==> src/rtl/stt_pkg.sv <==
`timescale 1ns / 1ps
// Shared types, token codes and keyword table of the source text tokenizer.
package stt_pkg;

  localparam int POS_BITS   = 32;
  localparam int LEN_BITS   = 16;
  localparam int KIND_BITS  = 6;
  localparam int PFX_DEPTH  = 6;
  localparam int NUM_KW     = 16;
  localparam int SLOTS      = 4;
  localparam int SLOT_BITS  = $clog2(SLOTS);
  localparam int QDEPTH     = 4;
  localparam int QPTR_BITS  = $clog2(QDEPTH);
  localparam int QCNT_BITS  = $clog2(QDEPTH + 1);
  localparam int KWLEN_BITS = 3;

  typedef logic [POS_BITS-1:0]          stt_pos_t;
  typedef logic [LEN_BITS-1:0]          stt_len_t;
  typedef logic [KIND_BITS-1:0]         stt_kind_t;
  typedef logic [0:PFX_DEPTH-1][7:0]    stt_pfx_t;
  typedef logic [KWLEN_BITS-1:0]        stt_kwlen_t;

  // One token on its way from the front end to the output stage.
  typedef struct packed {
    stt_kind_t kind;
    stt_pos_t  start;
    stt_len_t  length;
    logic      last;
    stt_pfx_t  prefix;
  } stt_tok_t;

  localparam stt_len_t LEN_MAX = '1;
  localparam stt_len_t LEN_ONE = stt_len_t'(1);
  localparam stt_len_t LEN_TWO = stt_len_t'(2);

  // Token kinds
  localparam stt_kind_t KIND_NONE        = 6'h00;
  localparam stt_kind_t KIND_IDENT       = 6'h01;
  localparam stt_kind_t KIND_NUMBER      = 6'h02;
  localparam stt_kind_t KIND_LINE_CMT    = 6'h03;
  localparam stt_kind_t KIND_BLOCK_OPEN  = 6'h04;
  localparam stt_kind_t KIND_BLOCK_CLOSE = 6'h05;
  localparam stt_kind_t KIND_LPAREN      = 6'h06;
  localparam stt_kind_t KIND_RPAREN      = 6'h07;
  localparam stt_kind_t KIND_LBRACE      = 6'h08;
  localparam stt_kind_t KIND_RBRACE      = 6'h09;
  localparam stt_kind_t KIND_LESS        = 6'h0A;
  localparam stt_kind_t KIND_GREATER     = 6'h0B;
  localparam stt_kind_t KIND_LBRACKET    = 6'h0C;
  localparam stt_kind_t KIND_RBRACKET    = 6'h0D;
  localparam stt_kind_t KIND_SQUOTE      = 6'h0E;
  localparam stt_kind_t KIND_DQUOTE      = 6'h0F;
  localparam stt_kind_t KIND_ARROW       = 6'h18;
  localparam stt_kind_t KIND_DOT         = 6'h21;
  localparam stt_kind_t KIND_SEMI        = 6'h22;
  localparam stt_kind_t KIND_COLON       = 6'h23;
  localparam stt_kind_t KIND_COMMA       = 6'h24;
  localparam stt_kind_t KIND_NEWLINE     = 6'h25;
  localparam stt_kind_t KIND_PLUS        = 6'h28;
  localparam stt_kind_t KIND_MINUS       = 6'h29;
  localparam stt_kind_t KIND_STAR        = 6'h2A;
  localparam stt_kind_t KIND_SLASH       = 6'h2B;
  localparam stt_kind_t KIND_PERCENT     = 6'h2C;
  localparam stt_kind_t KIND_EQUAL       = 6'h2D;

  // Source characters
  localparam logic [7:0] CH_TAB      = 8'h09;
  localparam logic [7:0] CH_NEWLINE  = 8'h0A;
  localparam logic [7:0] CH_SPACE    = 8'h20;
  localparam logic [7:0] CH_DQUOTE   = 8'h22;
  localparam logic [7:0] CH_PERCENT  = 8'h25;
  localparam logic [7:0] CH_SQUOTE   = 8'h27;
  localparam logic [7:0] CH_LPAREN   = 8'h28;
  localparam logic [7:0] CH_RPAREN   = 8'h29;
  localparam logic [7:0] CH_STAR     = 8'h2A;
  localparam logic [7:0] CH_PLUS     = 8'h2B;
  localparam logic [7:0] CH_COMMA    = 8'h2C;
  localparam logic [7:0] CH_MINUS    = 8'h2D;
  localparam logic [7:0] CH_DOT      = 8'h2E;
  localparam logic [7:0] CH_SLASH    = 8'h2F;
  localparam logic [7:0] CH_DIGIT_LO = 8'h30;
  localparam logic [7:0] CH_DIGIT_HI = 8'h39;
  localparam logic [7:0] CH_COLON    = 8'h3A;
  localparam logic [7:0] CH_SEMI     = 8'h3B;
  localparam logic [7:0] CH_LESS     = 8'h3C;
  localparam logic [7:0] CH_EQUAL    = 8'h3D;
  localparam logic [7:0] CH_GREATER  = 8'h3E;
  localparam logic [7:0] CH_UPPER_LO = 8'h41;
  localparam logic [7:0] CH_UPPER_HI = 8'h5A;
  localparam logic [7:0] CH_LBRACKET = 8'h5B;
  localparam logic [7:0] CH_RBRACKET = 8'h5D;
  localparam logic [7:0] CH_UNDER    = 8'h5F;
  localparam logic [7:0] CH_LOWER_LO = 8'h61;
  localparam logic [7:0] CH_LOWER_HI = 8'h7A;
  localparam logic [7:0] CH_LBRACE   = 8'h7B;
  localparam logic [7:0] CH_RBRACE   = 8'h7D;

  // Keywords, first character in prefix slot 0
  localparam stt_pfx_t KW_TEXT [NUM_KW] = '{
    {"def", 24'h0}, {"set", 24'h0}, {"del", 24'h0}, {"req", 24'h0},
    {"call", 16'h0}, "method", {"class", 8'h0}, "return",
    {"int", 24'h0}, {"float", 8'h0}, "string", {"ref", 24'h0},
    {"bool", 16'h0}, {"array", 8'h0}, {"map", 24'h0}, {"auto", 16'h0}
  };

  localparam stt_kwlen_t KW_LEN [NUM_KW] = '{
    3'd3, 3'd3, 3'd3, 3'd3, 3'd4, 3'd6, 3'd5, 3'd6,
    3'd3, 3'd5, 3'd6, 3'd3, 3'd4, 3'd5, 3'd3, 3'd4
  };

  localparam stt_kind_t KW_CODE [NUM_KW] = '{
    6'h10, 6'h11, 6'h12, 6'h13, 6'h14, 6'h15, 6'h16, 6'h17,
    6'h19, 6'h1A, 6'h1B, 6'h1C, 6'h1D, 6'h1E, 6'h1F, 6'h20
  };

endpackage

==> src/rtl/stt_if.sv <==
`timescale 1ns / 1ps
// Valid/ready channels for text bytes in and tokens out.
interface stt_byte_if;
  logic       valid;
  logic       ready;
  logic [7:0] text_byte;
  logic       text_end;

  modport source (output valid, output text_byte, output text_end, input ready);
  modport sink   (input valid, input text_byte, input text_end, output ready);
endinterface

interface stt_token_if;
  import stt_pkg::*;
  logic      valid;
  logic      ready;
  stt_kind_t token_kind;
  stt_pos_t  token_start;
  stt_len_t  token_length;
  logic      run_last;

  modport source (output valid, output token_kind, output token_start,
                  output token_length, output run_last, input ready);
  modport sink   (input valid, input token_kind, input token_start,
                  input token_length, input run_last, output ready);
endinterface

==> src/rtl/stt_front.sv <==
`timescale 1ns / 1ps
// Front end: takes bytes, tracks the pending word and lists the tokens of each item.
module stt_front (
  input  logic             clk,
  input  logic             rst_n,
  stt_byte_if.sink         in_bytes,
  output logic             push_valid,
  output stt_pkg::stt_tok_t push_tok,
  input  logic             push_ready
);
  import stt_pkg::*;

  typedef struct packed {
    logic      sym;
    logic      space;
    logic      pair;
    stt_kind_t kind;
  } stt_cls_t;

  typedef struct packed {
    stt_pos_t start;
    stt_len_t len;
    logic     digits;
    logic     ident;
    stt_pfx_t pfx;
  } stt_word_t;

  localparam stt_word_t WORD_CLEAR = '{start: '0, len: '0, digits: 1'b1, ident: 1'b1,
                                       pfx: '0};

  function automatic logic is_digit(logic [7:0] c);
    return (c >= CH_DIGIT_LO) && (c <= CH_DIGIT_HI);
  endfunction

  function automatic logic is_alpha(logic [7:0] c);
    return (c == CH_UNDER) || ((c >= CH_UPPER_LO) && (c <= CH_UPPER_HI)) ||
           ((c >= CH_LOWER_LO) && (c <= CH_LOWER_HI));
  endfunction

  function automatic stt_cls_t classify(logic [7:0] c, logic has_la, logic [7:0] la);
    stt_cls_t r;
    r = '{sym: 1'b1, space: 1'b0, pair: 1'b0, kind: KIND_NONE};
    unique case (c)
      CH_SLASH: begin
        if (has_la && la == CH_SLASH) begin
          r.kind = KIND_LINE_CMT;
          r.pair = 1'b1;
        end else if (has_la && la == CH_STAR) begin
          r.kind = KIND_BLOCK_OPEN;
          r.pair = 1'b1;
        end else begin
          r.kind = KIND_SLASH;
        end
      end
      CH_STAR: begin
        if (has_la && la == CH_SLASH) begin
          r.kind = KIND_BLOCK_CLOSE;
          r.pair = 1'b1;
        end else begin
          r.kind = KIND_STAR;
        end
      end
      CH_MINUS: begin
        if (has_la && la == CH_GREATER) begin
          r.kind = KIND_ARROW;
          r.pair = 1'b1;
        end else begin
          r.kind = KIND_MINUS;
        end
      end
      CH_LPAREN:   r.kind = KIND_LPAREN;
      CH_RPAREN:   r.kind = KIND_RPAREN;
      CH_LBRACE:   r.kind = KIND_LBRACE;
      CH_RBRACE:   r.kind = KIND_RBRACE;
      CH_LESS:     r.kind = KIND_LESS;
      CH_GREATER:  r.kind = KIND_GREATER;
      CH_LBRACKET: r.kind = KIND_LBRACKET;
      CH_RBRACKET: r.kind = KIND_RBRACKET;
      CH_SQUOTE:   r.kind = KIND_SQUOTE;
      CH_DQUOTE:   r.kind = KIND_DQUOTE;
      CH_DOT:      r.kind = KIND_DOT;
      CH_SEMI:     r.kind = KIND_SEMI;
      CH_COLON:    r.kind = KIND_COLON;
      CH_COMMA:    r.kind = KIND_COMMA;
      CH_NEWLINE:  r.kind = KIND_NEWLINE;
      CH_PLUS:     r.kind = KIND_PLUS;
      CH_PERCENT:  r.kind = KIND_PERCENT;
      CH_EQUAL:    r.kind = KIND_EQUAL;
      CH_SPACE, CH_TAB: begin
        r.sym   = 1'b0;
        r.space = 1'b1;
      end
      default:     r.sym = 1'b0;
    endcase
    return r;
  endfunction

  function automatic stt_word_t append_byte(stt_word_t w, logic [7:0] c, stt_pos_t pos);
    stt_word_t r;
    r = w;
    if (w.len == '0) begin
      r.start = pos;
      r.ident = is_alpha(c);
    end else begin
      r.ident = w.ident && (is_alpha(c) || is_digit(c));
    end
    r.digits = w.digits && is_digit(c);
    for (int i = 0; i < PFX_DEPTH; i++) begin
      if (w.len == stt_len_t'(i)) r.pfx[i] = c;
    end
    if (w.len != LEN_MAX) r.len = w.len + 1'b1;
    return r;
  endfunction

  function automatic logic word_ok(stt_word_t w);
    return (w.len != '0) && (w.digits || w.ident);
  endfunction

  function automatic stt_tok_t word_tok(stt_word_t w);
    stt_tok_t t;
    t.kind   = w.digits ? KIND_NUMBER : KIND_IDENT;
    t.start  = w.start;
    t.length = w.len;
    t.last   = 1'b0;
    t.prefix = w.pfx;
    return t;
  endfunction

  logic [7:0]     held_byte_r, held_byte_nxt;
  logic           held_valid_r, held_valid_nxt;
  logic           skip_next_r, skip_next_nxt;
  stt_pos_t       pos_r, pos_nxt;
  stt_word_t      word_r, word_nxt;
  stt_tok_t       pend_r [SLOTS];
  stt_tok_t       pend_nxt [SLOTS];
  logic [SLOTS-1:0] pend_vld_r, pend_vld_nxt;

  logic           acc;
  logic [7:0]     cur_byte;
  logic           cur_end;
  stt_pos_t       held_pos;
  stt_cls_t       cls_a, cls_b;
  logic           act_a, act_b, a_word, a_flush, b_word, skip1;
  stt_word_t      w1, w2;
  stt_tok_t       new_tok [SLOTS];
  logic [SLOTS-1:0] new_vld;
  logic [SLOT_BITS-1:0] head_idx;
  logic           one_left, pushed;

  assign cur_byte = in_bytes.text_byte;
  assign cur_end  = in_bytes.text_end;
  assign held_pos = pos_r - 1'b1;

  // Pending slots drain one per cycle unless stalled; take an item as the last goes.
  assign one_left       = (pend_vld_r & (pend_vld_r - 1'b1)) == '0;
  assign in_bytes.ready = one_left && ((pend_vld_r == '0) || push_ready);
  assign acc            = in_bytes.valid && in_bytes.ready;

  always_comb begin
    cls_a   = classify(held_byte_r, 1'b1, cur_byte);
    cls_b   = classify(cur_byte, 1'b0, 8'h00);
    act_a   = held_valid_r && !skip_next_r;
    a_word  = act_a && !cls_a.sym && !cls_a.space;
    a_flush = act_a && (cls_a.sym || cls_a.space);
    skip1   = act_a && cls_a.sym && cls_a.pair;

    if (a_word) begin
      w1 = append_byte(word_r, held_byte_r, held_pos);
    end else if (a_flush) begin
      w1 = WORD_CLEAR;
    end else begin
      w1 = word_r;
    end

    // The final byte has no lookahead; flush whatever word is left after it.
    act_b  = cur_end && !skip1;
    b_word = act_b && !cls_b.sym && !cls_b.space;
    w2     = b_word ? append_byte(w1, cur_byte, pos_r) : w1;

    new_tok[0] = word_tok(word_r);
    new_vld[0] = a_flush && word_ok(word_r);

    new_tok[1].kind   = cls_a.kind;
    new_tok[1].start  = held_pos;
    new_tok[1].length = cls_a.pair ? LEN_TWO : LEN_ONE;
    new_tok[1].last   = 1'b0;
    new_tok[1].prefix = '0;
    new_vld[1]        = act_a && cls_a.sym;

    new_tok[2] = word_tok(w2);
    new_vld[2] = cur_end && word_ok(w2);

    new_tok[3].kind   = cls_b.kind;
    new_tok[3].start  = pos_r;
    new_tok[3].length = LEN_ONE;
    new_tok[3].last   = 1'b0;
    new_tok[3].prefix = '0;
    new_vld[3]        = act_b && cls_b.sym;

    // Mark the last token that this item causes.
    for (int i = 0; i < SLOTS; i++) begin
      new_tok[i].last = new_vld[i] && ((new_vld >> (i + 1)) == '0);
    end
  end

  always_comb begin
    held_byte_nxt  = held_byte_r;
    held_valid_nxt = held_valid_r;
    skip_next_nxt  = skip_next_r;
    pos_nxt        = pos_r;
    word_nxt       = word_r;
    if (acc) begin
      if (cur_end) begin
        held_byte_nxt  = 8'h00;
        held_valid_nxt = 1'b0;
        skip_next_nxt  = 1'b0;
        pos_nxt        = '0;
        word_nxt       = WORD_CLEAR;
      end else begin
        held_byte_nxt  = cur_byte;
        held_valid_nxt = 1'b1;
        skip_next_nxt  = skip1;
        pos_nxt        = pos_r + 1'b1;
        word_nxt       = w1;
      end
    end
  end

  always_comb begin
    head_idx = '0;
    for (int i = SLOTS - 1; i >= 0; i--) begin
      if (pend_vld_r[i]) head_idx = SLOT_BITS'(i);
    end
  end

  assign push_valid = pend_vld_r != '0;
  assign push_tok   = pend_r[head_idx];
  assign pushed     = push_valid && push_ready;

  always_comb begin
    pend_vld_nxt = pend_vld_r;
    pend_nxt     = pend_r;
    if (acc) begin
      pend_vld_nxt = new_vld;
      pend_nxt     = new_tok;
    end else if (pushed) begin
      pend_vld_nxt[head_idx] = 1'b0;
    end
  end

  always_ff @(posedge clk) begin
    if (!rst_n) begin
      held_byte_r  <= 8'h00;
      held_valid_r <= 1'b0;
      skip_next_r  <= 1'b0;
      pos_r        <= '0;
      word_r       <= WORD_CLEAR;
      pend_vld_r   <= '0;
    end else begin
      held_byte_r  <= held_byte_nxt;
      held_valid_r <= held_valid_nxt;
      skip_next_r  <= skip_next_nxt;
      pos_r        <= pos_nxt;
      word_r       <= word_nxt;
      pend_vld_r   <= pend_vld_nxt;
    end
  end

  always_ff @(posedge clk) begin
    pend_r <= pend_nxt;
  end

  a_end_resets: assert property (@(posedge clk) disable iff (!rst_n)
    (acc && cur_end) |=> (!held_valid_r && !skip_next_r && pos_r == '0))
    else $error("state not back at start after final byte");

  a_skip_held: assert property (@(posedge clk) disable iff (!rst_n)
    skip_next_r |-> held_valid_r)
    else $error("pair skip pending with no held byte");

  a_word_held: assert property (@(posedge clk) disable iff (!rst_n)
    !held_valid_r |-> (word_r.len == '0))
    else $error("pending word with no held byte");

  a_stall_holds: assert property (@(posedge clk) disable iff (!rst_n)
    ((pend_vld_r != '0) && !push_ready) |=> (pend_vld_r == $past(pend_vld_r)))
    else $error("pending tokens changed while queue full");

endmodule

==> src/rtl/stt_queue.sv <==
`timescale 1ns / 1ps
// Token queue between the front end and the output stage.
module stt_queue (
  input  logic              clk,
  input  logic              rst_n,
  input  logic              push_valid,
  input  stt_pkg::stt_tok_t push_tok,
  output logic              push_ready,
  output logic              pop_valid,
  output stt_pkg::stt_tok_t pop_tok,
  input  logic              pop
);
  import stt_pkg::*;

  stt_tok_t               mem_r [QDEPTH];
  logic [QPTR_BITS-1:0]   wr_ptr_r, wr_ptr_nxt;
  logic [QPTR_BITS-1:0]   rd_ptr_r, rd_ptr_nxt;
  logic [QCNT_BITS-1:0]   cnt_r, cnt_nxt;
  logic                   do_push, do_pop;

  assign push_ready = cnt_r != QCNT_BITS'(QDEPTH);
  assign pop_valid  = cnt_r != '0;
  assign pop_tok    = mem_r[rd_ptr_r];
  assign do_push    = push_valid && push_ready;
  assign do_pop     = pop && pop_valid;

  always_comb begin
    wr_ptr_nxt = do_push ? wr_ptr_r + 1'b1 : wr_ptr_r;
    rd_ptr_nxt = do_pop ? rd_ptr_r + 1'b1 : rd_ptr_r;
    cnt_nxt    = cnt_r;
    if (do_push && !do_pop) begin
      cnt_nxt = cnt_r + 1'b1;
    end else if (do_pop && !do_push) begin
      cnt_nxt = cnt_r - 1'b1;
    end
  end

  always_ff @(posedge clk) begin
    if (!rst_n) begin
      wr_ptr_r <= '0;
      rd_ptr_r <= '0;
      cnt_r    <= '0;
    end else begin
      wr_ptr_r <= wr_ptr_nxt;
      rd_ptr_r <= rd_ptr_nxt;
      cnt_r    <= cnt_nxt;
    end
  end

  always_ff @(posedge clk) begin
    if (do_push) mem_r[wr_ptr_r] <= push_tok;
  end

endmodule

==> src/rtl/stt_back.sv <==
`timescale 1ns / 1ps
// Output stage: resolves keywords and holds the token on the result channel.
module stt_back (
  input  logic              clk,
  input  logic              rst_n,
  input  logic              q_valid,
  input  stt_pkg::stt_tok_t q_tok,
  output logic              q_pop,
  stt_token_if.source       out_tokens
);
  import stt_pkg::*;

  function automatic logic kw_hit(stt_pfx_t a, stt_pfx_t b, stt_kwlen_t n);
    logic m;
    m = 1'b1;
    for (int j = 0; j < PFX_DEPTH; j++) begin
      if ((j < int'(n)) && (a[j] != b[j])) m = 1'b0;
    end
    return m;
  endfunction

  function automatic stt_kind_t resolve(stt_tok_t t);
    stt_kind_t k;
    k = t.kind;
    if (t.kind == KIND_IDENT) begin
      for (int i = 0; i < NUM_KW; i++) begin
        if ((t.length == stt_len_t'(KW_LEN[i])) && kw_hit(t.prefix, KW_TEXT[i], KW_LEN[i]))
          k = KW_CODE[i];
      end
    end
    return k;
  endfunction

  logic      out_vld_r, out_vld_nxt;
  stt_kind_t kind_r;
  stt_pos_t  start_r;
  stt_len_t  length_r;
  logic      last_r;

  // Load a new token when the output register is empty or being taken.
  assign q_pop = q_valid && (!out_vld_r || out_tokens.ready);

  always_comb begin
    out_vld_nxt = out_vld_r;
    if (q_pop) begin
      out_vld_nxt = 1'b1;
    end else if (out_tokens.ready) begin
      out_vld_nxt = 1'b0;
    end
  end

  always_ff @(posedge clk) begin
    if (!rst_n) begin
      out_vld_r <= 1'b0;
    end else begin
      out_vld_r <= out_vld_nxt;
    end
  end

  always_ff @(posedge clk) begin
    if (q_pop) begin
      kind_r   <= resolve(q_tok);
      start_r  <= q_tok.start;
      length_r <= q_tok.length;
      last_r   <= q_tok.last;
    end
  end

  assign out_tokens.valid        = out_vld_r;
  assign out_tokens.token_kind   = kind_r;
  assign out_tokens.token_start  = start_r;
  assign out_tokens.token_length = length_r;
  assign out_tokens.run_last     = last_r;

endmodule

==> src/rtl/source_text_tokenizer_unit.sv <==
`timescale 1ns / 1ps
// Top level of the source text tokenizer: front end, token queue, output stage.
//
// Bytes enter on in_bytes, one per handshake; each byte is decided once the next
// byte arrives (or at once when text_end is set), and the tokens it causes leave
// on out_tokens as kind, start offset and saturating length, with run_last on the
// last token of that byte. The front end lists all tokens of a byte at once and
// pushes them into a four-entry queue one per cycle while it has room, so while
// the queue has room a byte that causes zero or one token is taken every cycle
// and one that causes more holds the input until only its last token is left;
// the result channel carries one token per cycle while ready is high, setting
// the sustained rate. Tokens pass the pending slots, queue and output register.
// Offsets restart at zero after text_end; the output stage resolves keywords.
module source_text_tokenizer_unit (
  input  logic         clk,
  input  logic         rst_n,
  stt_byte_if.sink     in_bytes,
  stt_token_if.source  out_tokens
);
  import stt_pkg::*;

  logic     push_valid, push_ready;
  stt_tok_t push_tok;
  logic     q_valid, q_pop;
  stt_tok_t q_tok;

  stt_front u_front (
    .clk        (clk),
    .rst_n      (rst_n),
    .in_bytes   (in_bytes),
    .push_valid (push_valid),
    .push_tok   (push_tok),
    .push_ready (push_ready)
  );

  stt_queue u_queue (
    .clk        (clk),
    .rst_n      (rst_n),
    .push_valid (push_valid),
    .push_tok   (push_tok),
    .push_ready (push_ready),
    .pop_valid  (q_valid),
    .pop_tok    (q_tok),
    .pop        (q_pop)
  );

  stt_back u_back (
    .clk        (clk),
    .rst_n      (rst_n),
    .q_valid    (q_valid),
    .q_tok      (q_tok),
    .q_pop      (q_pop),
    .out_tokens (out_tokens)
  );

endmodule
==> src/flat_wrapper.sv <==
// flat-port wrapper written by rule: the top's interface ports become plain ports
module source_text_tokenizer_unit_flat import stt_pkg::*;
  (clk, rst_n, in_bytes_valid, in_bytes_text_byte, in_bytes_text_end, in_bytes_ready, out_tokens_valid, out_tokens_token_kind, out_tokens_token_start, out_tokens_token_length, out_tokens_run_last, out_tokens_ready);
  stt_byte_if in_bytes_i ();
  stt_token_if out_tokens_i ();
  input  logic clk;
  input  logic rst_n;
  input wire logic [$bits(in_bytes_i.valid)-1:0] in_bytes_valid;
  input wire logic [$bits(in_bytes_i.text_byte)-1:0] in_bytes_text_byte;
  input wire logic [$bits(in_bytes_i.text_end)-1:0] in_bytes_text_end;
  output wire logic [$bits(in_bytes_i.ready)-1:0] in_bytes_ready;
  output wire logic [$bits(out_tokens_i.valid)-1:0] out_tokens_valid;
  output wire logic [$bits(out_tokens_i.token_kind)-1:0] out_tokens_token_kind;
  output wire logic [$bits(out_tokens_i.token_start)-1:0] out_tokens_token_start;
  output wire logic [$bits(out_tokens_i.token_length)-1:0] out_tokens_token_length;
  output wire logic [$bits(out_tokens_i.run_last)-1:0] out_tokens_run_last;
  input wire logic [$bits(out_tokens_i.ready)-1:0] out_tokens_ready;
  assign in_bytes_i.valid = in_bytes_valid;
  assign in_bytes_i.text_byte = in_bytes_text_byte;
  assign in_bytes_i.text_end = in_bytes_text_end;
  assign in_bytes_ready = in_bytes_i.ready;
  assign out_tokens_valid = out_tokens_i.valid;
  assign out_tokens_token_kind = out_tokens_i.token_kind;
  assign out_tokens_token_start = out_tokens_i.token_start;
  assign out_tokens_token_length = out_tokens_i.token_length;
  assign out_tokens_run_last = out_tokens_i.run_last;
  assign out_tokens_i.ready = out_tokens_ready;
  source_text_tokenizer_unit u_core (.clk(clk), .rst_n(rst_n), .in_bytes(in_bytes_i), .out_tokens(out_tokens_i));
endmodule
==> config.mk <==
export PLATFORM = sky130hd
export DESIGN_NAME = source_text_tokenizer_unit_flat
export DESIGN_NICKNAME = d
export VERILOG_FILES = /design/src/rtl/stt_pkg.sv /design/src/rtl/stt_if.sv /design/src/rtl/stt_front.sv /design/src/rtl/stt_queue.sv /design/src/rtl/stt_back.sv /design/src/rtl/source_text_tokenizer_unit.sv /design/src/flat_wrapper.sv
export SDC_FILE = /design/constraint.sdc
export NUM_CORES = 1
export LEC_CHECK = 0
export BUFFER_PORTS_ARGS = -buffer_cell sky130_fd_sc_hd__buf_2
export CORE_MARGIN = 2
export CORE_UTILIZATION = 35
export CTS_BUF_LIST = sky130_fd_sc_hd__clkbuf_2 sky130_fd_sc_hd__clkbuf_4 sky130_fd_sc_hd__clkbuf_8
export DETAILED_ROUTE_END_ITERATION = 8
export GPL_ROUTABILITY_DRIVEN = 0
export SLEW_MARGIN = 20
export SYNTH_ARGS = -nofsm -noshare
export SYNTH_HDL_FRONTEND = slang
export SYNTH_SLANG_ARGS = --single-unit
export TNS_END_PERCENT = 1
==> constraint.sdc <==
create_clock -name clk -period 12 [get_ports clk]
set_input_delay 0.6 -clock clk [delete_from_list [all_inputs] [get_ports clk]]
set_output_delay 0.6 -clock clk [all_outputs]
set_load 0.01 [all_outputs]
==> qor.csv <==
stage,metric,value,unit
run_status,status,finished clean,
detailed_routing,drt first-iter violations,2534,
worst_setup_path,max incr delay on CP,820,ps
worst_setup_path,crit path DAT,5780,ps
final_layout,layout cells sized above 1,0.169,
power,Net Sw Frac,0.254,
sta,final worst-path cycle share,0.437,
floorplan,Starting Density,0.353,
yosys,Synth Cell Area,37800,um2
global_routing,initial antenna violation count,5,
worst_hold_path,hold depth,4,
yosys,mean area per synthesized cell,13.7,um2
worst_setup_path,r2r worst-path depth,12,
power,cell internal pwr,5.50,mW
sta,Peak Freq,0.191,GHz
detailed_routing,"antenna viol nets, final",0,
worst_setup_path,Setup CP Type,register to register,
power,Sw Pwr,1.87,mW
global_routing,Tot GR Track Use,0.164,
place,Buffers on Ports,69,
sta,Least-Margin Pin Slew,1140,ps
global_routing,first-pass GRT wire length,140000,um
clock_network,post-CTS setup buffers,0,
floorplan,io pins,70,
clock_network,CTS sink count,898,
worst_setup_path,"Req. time, crit path",12530,ps
clock_network,"Hold-fix buffers, CTS",1,
power,peak supply drop,0.0000993,V
power,Tot Pwr,7.37,mW
clock_network,clock-pin slew on the worst setup and hold paths,60,ps
final_layout,"commonest cells after routing, fill and taps aside","edfxtp_1, nor2_1, a22oi_1",
sta,Setup TNS,0,ps
floorplan,Rows,120,
clock_network,Root Buffer,clkbuf_8,
clock_network,CTS Buf Count,143,
power,Seq pwr share,0.503,
floorplan,die width,333,um
worst_setup_path,Worst path top cell family by delay,simple AND/OR/NAND/NOR gates,
global_routing,grt total ovfl,0,
yosys,"Distinct cells, synth",85,
worst_setup_path,Worst Setup End Kind,register,
clock_network,H-tree Lvls,4,
final_layout,final instance area,42600,um2
final_layout,final design utilization,0.398,
detailed_routing,DRC violation count after routing,0,
clock_network,Post-CTS Resized,0,
worst_setup_path,CP dominant cell by count,a21oi_1,
yosys,Post-synth EDFFs,744,
clock_network,TritonCTS clock tree,yes,
sta,worst-case clock skew,33.4,ps
yosys,"FF+latch count, synth",898,
floorplan,Core ar.,107000,um2
sta,unrepaired setup endpoints after global routing,no,
power,combinational share of power,0.131,
yosys,Synth Area in XOR/XNOR,0.0185,
worst_setup_path,critical path depth,12,
global_routing,vias in the first global route,22836,
sta,relative slew slack,0.234,
yosys,post-synthesis mux area share,0.0636,
yosys,Post-Synth Adder-Cell Area,0.00470,
yosys,post-synthesis async set-or-reset flop share,0,
place,half-perimeter wire length after placement,55900,um
sta,final setup vio count,0,
power,leakage power,13.9,nW
worst_setup_path,worst path buffer plus inverter count,1,
final_layout,Area Overhead vs Synth,12.8,%
floorplan,Die Y-Extent,333,um
yosys,Synth Area in Simple Gates,0.106,
yosys,register area share after synthesis,0.673,
run,Max-Cap Viols,0,
sta,"Slew Viols, Final",0,
detailed_routing,Post-Route WL,91900,um
yosys,Post-synth top flop,edfxtp_1,
yosys,main combinational cell family by area after synthesis,compound AO/OA/AOI/OAI gates,
sta,Tmin final,5250,ps
worst_setup_path,Critical-path top delay cell,o41a_1,
floorplan,die footprint,111000,um2
worst_hold_path,class of the worst hold path,input port to register,
worst_setup_path,"critical path fanouts, max",23,
detailed_routing,TritonRoute pass-1 iters,8,
detailed_routing,WL/cell,21.1,um
yosys,Mapped Nets,2787,
detailed_routing,routed vias,23769,
worst_setup_path,CP cell instances,"buf_4, nand2b_1, or3b_1, nor4_2, o41a_1, a21oi_1, and3_1, a211oi_1, xor2_1, nor4bb_1, a21oi_1, nor2b_1",
sta,final hold vios,0,
power,Clk network pwr share,0.365,
yosys,warnings from Yosys,0,
global_routing,largest net degree at the start of global routing,152,
clock_network,clk buf depth,3,
detailed_routing,post-DR vias/cell,5.47,
worst_setup_path,Worst setup SP type,register,
final_layout,fillcell total,9861,
place,Area after DPL,39600,um2
final_layout,Nets,2849,
clock_network,Clock Latency Late Sink,800,ps
yosys,Cells after Synth,2762,
final_layout,"most common cell after layout, fill and taps aside",edfxtp_1,
sta,hold_ws,159,ps
yosys,Compound-Gate Fraction of Synth Area,0.109,
power,Pwr Density,173,nW/um2
==> worst paths after layout <==
check	start	endpoint	slack, ps
worst max-delay path	u_core.u_front.held_byte_r[2]	u_core.u_front.pend_r[151]	6750
worst max register to register	u_core.u_front.held_byte_r[2]	u_core.u_front.pend_r[151]	6750
worst min-delay path	out_tokens_ready	u_core.u_back.out_tokens.valid	160
worst min register to register	u_core.u_front.new_tok[388]	u_core.u_front.pend_r[388]	450
==> layer usage <==
| metal | GRT usage | share of wire |
|---|---|---|
| met4 | 0.0641 | 0.029 |
| met1 | 0.225 | 0.44 |
| met5 | 0 | 0.00014 |
| met2 | 0.257 | 0.47 |
| met3 | 0.0311 | 0.062 |
==> flip-flops by register name, indices dropped and copies added, names as in the netlist, 2 cells and up, named ones only <==
register and count:
u_core.u_back.out_tokens.token_length 16, u_core.u_front.pos_r 32, u_core.u_front.held_byte_r 8, u_core.u_back.out_tokens.token_kind 6, u_core.u_front.pend_vld_r 4, u_core.u_front.word_r 2
u_core.u_queue.mem_r 412, u_core.u_front.pend_r 277, u_core.u_queue.cnt_r 3, u_core.u_queue.wr_ptr_r 2, u_core.u_front.new_tok 96, u_core.u_queue.rd_ptr_r 2
u_core.u_back.out_tokens.token_start 32
==> worst reg2reg max path, delay by kind of cell, from the launching register on <==
kind                      cells  cell delay, ps
AOI/OAI and AO/OA             4            1600
xor gates and xnor gates      1             140
buffers and inverters         1             280
DFF                           1             430
and+or+nand+nor               6            2550
==> final cells by class <==
| class | instances | area (um2) | share of cell area |
|---|---|---|---|
| multi-input combinational | 1621 | 11500 | 0.271 |
| inverter | 48 | 190 | 0.00446 |
| timing repair buffer | 112 | 712 | 0.0167 |
| antenna | 1 | 2.50 | 0.0000587 |
| tap | 1403 | 1760 | 0.0412 |
| clock buffer | 215 | 2600 | 0.0609 |
| clock inverter | 46 | 400 | 0.00939 |
| sequential | 898 | 25400 | 0.597 |
==> metrics by stage <==
step	setup WS [ps]	instances
after floorplan	1730	2762
after global placement	6960	4079
after detailed placement	6880	4080
after CTS	6870	4342
after global routing	6400	4344
final	6750	4344
==> power groups by stage <==
stage	logic (mW)	registers, mW	clock network (mW)
CTS	0.992	3.71	2.77
finish	0.969	3.71	2.69
global route	1.06	3.73	2.90
detailed placement	0.990	3.78	0
floorplan	0.602	3.81	0
global placement	0.985	3.78	0
==> cells in the mapped netlist, types with 40 or more instances <==
cell type	instances	area, um2
clkbuf_1	159	597
nand2_1	177	664
mux4_2	87	1960
a21oi_1	97	485
a22o_1	66	578
nor3_1	62	310
o21ai_0	117	586
inv_1	45	169
mux2i_1	40	400
dfxtp_1	154	3080
a22oi_1	194	1460
nor2_1	249	935
xor2_1	43	377
edfxtp_1	744	22300
==> kinds of logic (layout without fill, tap and decap cells) <==
group | count (synthesis) | count (layout)
other | 0 | 1
flip-flops | 898 | 898
multiplexers | 131 | 131
XOR/XNOR | 80 | 80
AO/OA/AOI/OAI | 600 | 600
buffers and inverters | 243 | 421
AND/OR/NAND/NOR | 796 | 796
adder cells (fa/ha/maj) | 14 | 14
Note: power is estimated with default switching activity, not from simulation.
